===== config.mk =====
export PLATFORM = sky130hd
export DESIGN_NAME = iprlt_ctrl
export DESIGN_NICKNAME = d
export VERILOG_FILES = /design/src/rtl/core/iprlt_pkg.sv /design/src/rtl/core/iprlt_ctrl.sv
export SDC_FILE = /design/constraint.sdc
export NUM_CORES = 1
export LEC_CHECK = 0
export BUFFER_PORTS_ARGS = -buffer_cell sky130_fd_sc_hd__buf_2
export CAP_MARGIN = 20
export CORE_AREA = 5 5 42 44
export CTS_BUF_LIST = sky130_fd_sc_hd__clkbuf_8
export DETAILED_ROUTE_END_ITERATION = 12
export DIE_AREA = 0 0 47 49
export HOLD_SLACK_MARGIN = 0.08
export PLACE_DENSITY_LB_ADDON = 0.12
export SYNTH_ARGS = -nofsm -noshare
export SYNTH_HDL_FRONTEND = slang
export SYNTH_SLANG_ARGS = --single-unit

===== constraint.sdc =====
create_clock -name clk -period 1.5 [get_ports clk]
set_clock_uncertainty 0.1 [all_clocks]
set_input_delay 0.375 -clock clk [delete_from_list [all_inputs] [get_ports clk]]
set_output_delay 0.375 -clock clk [all_outputs]
set_load 0.02 [all_outputs]

===== src/rtl/core/iprlt_pkg.sv =====
// ----------------------------------------------------------------------------
// iprlt_pkg
// Shared types and codes for the sorted IPv4 range table.
// ----------------------------------------------------------------------------
`default_nettype none

package iprlt_pkg;

    // operation codes
    localparam logic [1:0] OP_INSERT = 2'd0;
    localparam logic [1:0] OP_LOOKUP = 2'd1;
    localparam logic [1:0] OP_CLEAR  = 2'd2;

    // input word
    typedef struct packed {
        logic [1:0]  op;
        logic [31:0] address;
        logic [31:0] range_last;
    } in_word_t;

    // result word
    typedef struct packed {
        logic is_match;
        logic status;
    } out_word_t;

    // one stored range
    typedef struct packed {
        logic [31:0] start_addr;
        logic [31:0] end_addr;
    } entry_t;

    // commands from controller to datapath
    typedef struct packed {
        logic load;        // capture word, open search window over table
        logic rd_mid;      // read entry at search midpoint
        logic srch_step;   // narrow search window using read start
        logic rd_prev;     // read entry just left of search result
        logic rd_shift;    // read entry below shift pointer
        logic wr_shift;    // move read entry up one slot
        logic wr_ins;      // write new range at search result
        logic clear;       // empty the table
        logic finish;      // present the result word
        logic use_match;   // result carries the end compare
        logic full_flag;   // result reports a dropped insert
    } cmd_t;

    // status from datapath to controller
    typedef struct packed {
        logic srch_done;   // search window is empty
        logic full;        // no free slot
        logic have_prev;   // search stopped past at least one entry
        logic shift_done;  // shift pointer reached the insert slot
    } stat_t;

endpackage

`default_nettype wire


===== src/rtl/core/iprlt_ctrl.sv =====
// ----------------------------------------------------------------------------
// iprlt_ctrl
// Sequencer for search, shift-insert, lookup and clear.
// ----------------------------------------------------------------------------
`default_nettype none

module iprlt_ctrl (
    input  wire logic             clk,
    input  wire logic             rst_n,
    input  wire logic             start,
    input  wire logic [1:0]       op,
    input  wire iprlt_pkg::stat_t stat,
    output iprlt_pkg::cmd_t       cmd,
    output logic                  busy
);
    import iprlt_pkg::*;

    typedef enum logic [2:0] {
        ST_IDLE,
        ST_SRCH_RD,
        ST_SRCH_CMP,
        ST_SHIFT_RD,
        ST_SHIFT_WR,
        ST_LOOK_CMP,
        ST_FIN
    } state_t;

    state_t state_reg, state_next;
    logic   ins_reg, ins_next;
    logic   full_reg, full_next;
    logic   accept;

    assign busy   = (state_reg != ST_IDLE);
    assign accept = start && !busy;

    // next state and command decode
    always_comb
    begin
        state_next = state_reg;
        ins_next   = ins_reg;
        full_next  = full_reg;
        cmd        = '0;
        case (state_reg)
            ST_IDLE:
            begin
                if (accept)
                begin
                    cmd.load  = 1'b1;
                    ins_next  = (op == OP_INSERT);
                    full_next = 1'b0;
                    case (op)
                        OP_INSERT:
                        begin
                            if (stat.full)
                            begin
                                full_next  = 1'b1;
                                state_next = ST_FIN;
                            end
                            else
                            begin
                                state_next = ST_SRCH_RD;
                            end
                        end
                        OP_LOOKUP: state_next = ST_SRCH_RD;
                        OP_CLEAR:
                        begin
                            cmd.clear  = 1'b1;
                            state_next = ST_FIN;
                        end
                        default: state_next = ST_FIN;
                    endcase
                end
            end
            ST_SRCH_RD:
            begin
                if (!stat.srch_done)
                begin
                    cmd.rd_mid = 1'b1;
                    state_next = ST_SRCH_CMP;
                end
                else if (ins_reg)
                begin
                    state_next = ST_SHIFT_RD;
                end
                else if (stat.have_prev)
                begin
                    cmd.rd_prev = 1'b1;
                    state_next  = ST_LOOK_CMP;
                end
                else
                begin
                    state_next = ST_FIN;
                end
            end
            ST_SRCH_CMP:
            begin
                cmd.srch_step = 1'b1;
                state_next    = ST_SRCH_RD;
            end
            ST_SHIFT_RD:
            begin
                if (stat.shift_done)
                begin
                    cmd.wr_ins = 1'b1;
                    state_next = ST_FIN;
                end
                else
                begin
                    cmd.rd_shift = 1'b1;
                    state_next   = ST_SHIFT_WR;
                end
            end
            ST_SHIFT_WR:
            begin
                cmd.wr_shift = 1'b1;
                state_next   = ST_SHIFT_RD;
            end
            ST_LOOK_CMP:
            begin
                cmd.finish    = 1'b1;
                cmd.use_match = 1'b1;
                state_next    = ST_IDLE;
            end
            ST_FIN:
            begin
                cmd.finish    = 1'b1;
                cmd.full_flag = full_reg;
                state_next    = ST_IDLE;
            end
            default: state_next = ST_IDLE;
        endcase
    end

    // state and flags
    always_ff @(posedge clk or negedge rst_n)
    begin
        if (!rst_n)
        begin
            state_reg <= ST_IDLE;
            ins_reg   <= 1'b0;
            full_reg  <= 1'b0;
        end
        else
        begin
            state_reg <= state_next;
            ins_reg   <= ins_next;
            full_reg  <= full_next;
        end
    end

    // a result ends the item
    ap_finish_idle: assert property (@(posedge clk) disable iff (!rst_n)
        cmd.finish |=> (state_reg == ST_IDLE))
        else $error("controller did not return to idle after result");

    // memory writes only on the insert path
    ap_write_insert: assert property (@(posedge clk) disable iff (!rst_n)
        (cmd.wr_ins || cmd.wr_shift) |-> (ins_reg && !full_reg))
        else $error("table write outside an insert");

endmodule

`default_nettype wire


Word level (Yosys, flattened, before mapping)
Cells that the tools add are included.
Widths: inputs -> output; s select.
{"block": "totals", "regBits": 5, "word_cells": 49, "mem_bits_ro": 0, "mem_count": 0, "ramBits": 0, "out_inout_bits": 12, "latchBits": 0}
{"block": "classes", "add_sub_neg": 0, "magnitude_cmp": 0, "multipliers": 0, "n_div": 0, "bitwise": 0, "reduce_logical": 7, "n_shift": 0, "n_eq_ne": 9, "n_mux": 30}
{"cell": "$mux 1", "count": 22}
{"cell": "$pmux 3 s5", "count": 1}
{"cell": "$mux 3", "count": 4}
{"cell": "$eq 3x3->1 const B", "count": 3}
{"cell": "$eq 3x2->1 const B", "count": 2}
{"cell": "$pmux 3 s2", "count": 1}
{"cell": "$mux 2", "count": 2}
{"cell": "$eq 3x1->1 const B", "count": 1}
{"cell": "$logic_not 3->1", "count": 1}
{"cell": "$reduce_bool 3->1", "count": 1}
{"cell": "$eq 2x1->1 const B", "count": 1}
{"cell": "$eq 2x2->1 const B", "count": 1}
{"cell": "$logic_not 2->1", "count": 1}
{"cell": "$ne 2x2->1 const B", "count": 1}
{"cell": "$reduce_and 2->1", "count": 1}
{"cell": "$reduce_or 2->1", "count": 1}
{"cell": "$logic_and 1x1->1", "count": 1}
{"cell": "$logic_not 1->1", "count": 1}

Longest topological paths before layout
{"block": "logic_depth", "word_depth": 5, "depth_mapped": 4, "mapped_depth_nobuf": 3}

Least setup slack after synthesis
No wires, ideal clock.
{"block": "synth_path", "path_kind": "register to output", "startpoint": "register state_reg[0]", "endpoint": "output port cmd[3] (netlist name)", "setup_slack_ns": -0.203, "stages_incl_launch_ff": 5, "arrival_time_ns": 1.228, "path_cell_list": "dfrtp_1 -> buf_6 -> nand2b_4 -> nor3_4 -> and3b_1"}
{"item": "from (decl)", "line_no": "iprlt_ctrl.sv:28", "source": "state_t state_reg, state_next;"}
{"item": "from (signal assigned)", "line_no": "iprlt_ctrl.sv:145", "source": "state_reg <= state_next;"}
{"item": "to (decl)", "line_no": "iprlt_ctrl.sv:13", "source": "output iprlt_pkg::cmd_t cmd,"}

Worst setup path in the final report
{"block": "layout_path", "startpoint": "register state_reg[1]", "endpoint": "output port busy"}
{"block": "layout_via", "elab_chain_len": 1}
{"item": "$reduce_bool 3->1", "line_no": "iprlt_ctrl.sv:33", "source": "assign busy = (state_reg != ST_IDLE);"}
{"item": "to (decl)", "line_no": "iprlt_ctrl.sv:14", "source": "output logic busy"}
No other way between the ends.

==> impl_metrics.json <==
{
  "status": "finished with violations",
  "failed_checks": "negative setup slack",
  "area_growth_syn_to_layout_pct": 78.57,
  "p_switching_uw": 561.0,
  "endpoint_kind": "output pin",
  "clkPwrFrac_pct": 18.5,
  "p_int_uw": 813.6,
  "detail_route.wl_per_cell_um": 13.24,
  "holdPathEnd": "full_reg$_DFFE_PN0P_",
  "clock_latency_ps": 230,
  "synthesis.instances": 44,
  "period_share_pct": 115.9,
  "hold_viol_final": 0,
  "dp_hpwl_um": 917.1,
  "reg2reg_slack_ps": 30,
  "clockRootBuffer": "clkbuf_8",
  "drtIter0Drc": 3,
  "synth.distinct_cells": 26,
  "final_layout_size_suffix_gt1_share_pct": 60.26,
  "synth_top_area_share_pct": 32.47,
  "cp.arrival_ps": 1260,
  "ys_ff_latch": 5,
  "fin_ws_ps": -238.8,
  "cts-htree-levels": 1,
  "startpoint": "state_reg[1]$_DFFE_PN0P_",
  "cts_inserted_buffers": 3,
  "start_kind": "flip-flop",
  "rsz0062_at_grt": "yes",
  "firstDrtPassIters": 4,
  "design_area_um2": 688.2,
  "largest_reg_flops": 3,
  "globalRouteTotalUtil_pct": 12.37,
  "yosysSeqAreaShare_pct": 32.47,
  "finalSetupViolCount": 12,
  "die_w_um": 47,
  "reg2reg_to": "state_reg[0]$_DFFE_PN0P_",
  "grt_overflow": 0,
  "place_congestion": 0.7126,
  "placed_area_um2": 555.5,
  "io_buffers": 20,
  "design.portCount": 21,
  "synthTopCellsByArea": "dfrtp_1 (32%), nor3_1 (5.2%), nor2b_1 (4.9%), nor3_4 (4.2%), o211ai_1 (3.9%)",
  "max_cap_violations": 0,
  "critPathKind": "flip-flop to output pin",
  "p_per_area_nw_per_um2": 1997,
  "period_needed_ps": 1739,
  "avgSynthCellArea_um2": 8.758,
  "fp.coreArea_um2": 1401,
  "synth.largest_area_cell": "dfrtp_1",
  "dieArea_um2": 2303,
  "layout.nets": 88,
  "viasPerCell": 4.713,
  "cts.sinks": 5,
  "cts_tree": "yes",
  "ys_warn_count": 0,
  "min_path_type": "input pin to flip-flop",
  "drcViolationCount": 0,
  "power_frac_seq_pct": 19.2,
  "totalPowerFinal_uw": 1375,
  "fmax_ghz": 0.5751,
  "p_leak_uw": 0.0003521,
  "grt_max_degree": 11,
  "routed_wl_um": 1245,
  "ctsLongestPathBuffers": 2,
  "maxSlewViolCount": 0,
  "syn-num-nets": 53,
  "seq_area_um2": 127.6,
  "nFillCells": 141,
  "crit_fanout": 5,
  "switching_share_pct": 40.81,
  "hp-start": "stat[2]",
  "start_util_pct": 27.50,
  "num_rows": 14,
  "whs_path_depth": 3,
  "vias": 443,
  "grt_pass1_vias": 455,
  "crit_required_ps": 1020,
  "grt_pass1_wl_um": 1952,
  "multi_input_area_um2": 252.7,
  "die_h_um": 49,
  "path_clk_slew_ps": 40,
  "final.setup.tns_ps": -2075,
  "antenna_cells": 0,
  "peakVddDrop_uv": 1019,
  "r2r_cells": 3,
  "combPwrFrac_pct": 62.3,
  "drtAntennaViolNets": 0,
  "antenna_found_initial": 0,
  "finish.utilization_pct": 49.11,
  "max_slew_margin_pct": 84.15,
  "r2r-start": "state_reg[2]$_DFFE_PN0P_",
  "tightest_slew_ps": 236.8,
  "synth_area_um2": 385.4
}
## how the worst max path moves through the flow
stage / to / slack, ps / cells after the start
final: busy / -240 / 3
after global routing: cmd[3] / -270 / 4
after CTS: cmd[2] / -230 / 4
after detailed placement: cmd[8] / -90 / 3
after global placement: cmd[3] / -60 / 3
after floorplan: cmd[3] / -180 / 4
## cells by family (layout without fill, tap and decap cells)
logic type,Yosys count,in the layout,synth area share (%)
xor gates and xnor gates,1,1,2.273
and+or+nand+nor,25,25,42.54
buffers and inverters,6,40,8.441
DFF,5,5,32.47
muxes,2,2,5.519
AOI/OAI and AO/OA,5,5,8.763
## power by group through the flow
stage	combinational, µW	clock [µW]	sequential (µW)
after CTS	734	260	300
after global placement	682	0	298
final	857	254	264
after detailed placement	680	0	301
after floorplan	487	0	226
after global routing	928	274	271
## cell usage after synthesis
library cell / count
or3_1: 1
inv_1: 3
xor2_1: 1
nand2b_4: 1
nand2_1: 3
buf_2: 2
o211ai_1: 2
and2_1: 1
nor3_1: 4
o21ai_0: 1
or4_1: 1
nand3_1: 1
nor2b_1: 3
dfrtp_1: 5
nand4b_1: 1
nor3_4: 1
mux2i_1: 1
nor2_1: 3
and3_1: 2
buf_6: 1
a21oi_1: 1
o2111ai_1: 1
and3b_1: 1
nand2b_1: 1
nand4bb_1: 1
mux2_1: 1
## placed cells by master (no fill, tap or decap), types with 2 or more instances in the layout
cell,Yosys,layout
nor2b_1,3,3
nand2b_4,1,2
buf_2,2,11
clkbuf_8,0,3
nor2_1,3,2
nand2_1,3,3
dfrtp_2,0,2
buf_6,1,2
inv_1,3,2
o211ai_1,2,2
nor3_1,4,2
and3_1,2,2
buf_4,0,19
nor3_2,0,2
dfrtp_1,5,3
## critical path: stages (launching register included)
cell and delay (ps):
dfrtp_2 390, buf_4 160, or3_1 330, buf_2 160
## through the flow
step	std cells	setup WS, ps	hold WS (ps)
after CTS	92	-227.4	307.6
final	94	-238.8	302.6
after global placement	85	-57.00	95.24
after global routing	94	-273.2	316.6
after floorplan	44	-183.0	-20.59
after detailed placement	85	-89.26	95.55
## what timing repair did
| action | 4_1_cts | 5_1_grt |
|---|---|---|
| hold buffers | 1 | 0 |
| gates resized for setup | 8 | 11 |
| buffers inserted | 2 | 2 |
| setup endpoints to repair | 12 | 13 |
| pin swaps | 0 | 1 |
| hold endpoints to repair | 5 | 0 |
| gates cloned | 0 | 0 |
## layer usage
metal	part of all wire (%)	vias up	global-route usage, %	wire (µm)
met3	10	4	5.535	125
met5	0	-	0	0
met1	41	200	14.00	511
met4	3.7	0	9.677	46
li1	-	221	-	-
met2	45	18	17.19	562
## area by class of cell
class | instances | area share, %
Clock buffer | 3 | 6.000
Clock inverter | 1 | 0.7273
Inverter | 3 | 1.636
Sequential cell | 5 | 18.55
Tap cell | 16 | 2.909
Timing Repair Buffer | 33 | 33.45
Multi-Input combinational cell | 33 | 36.73
No activity file was read; power rests on OpenSTA's default activity.
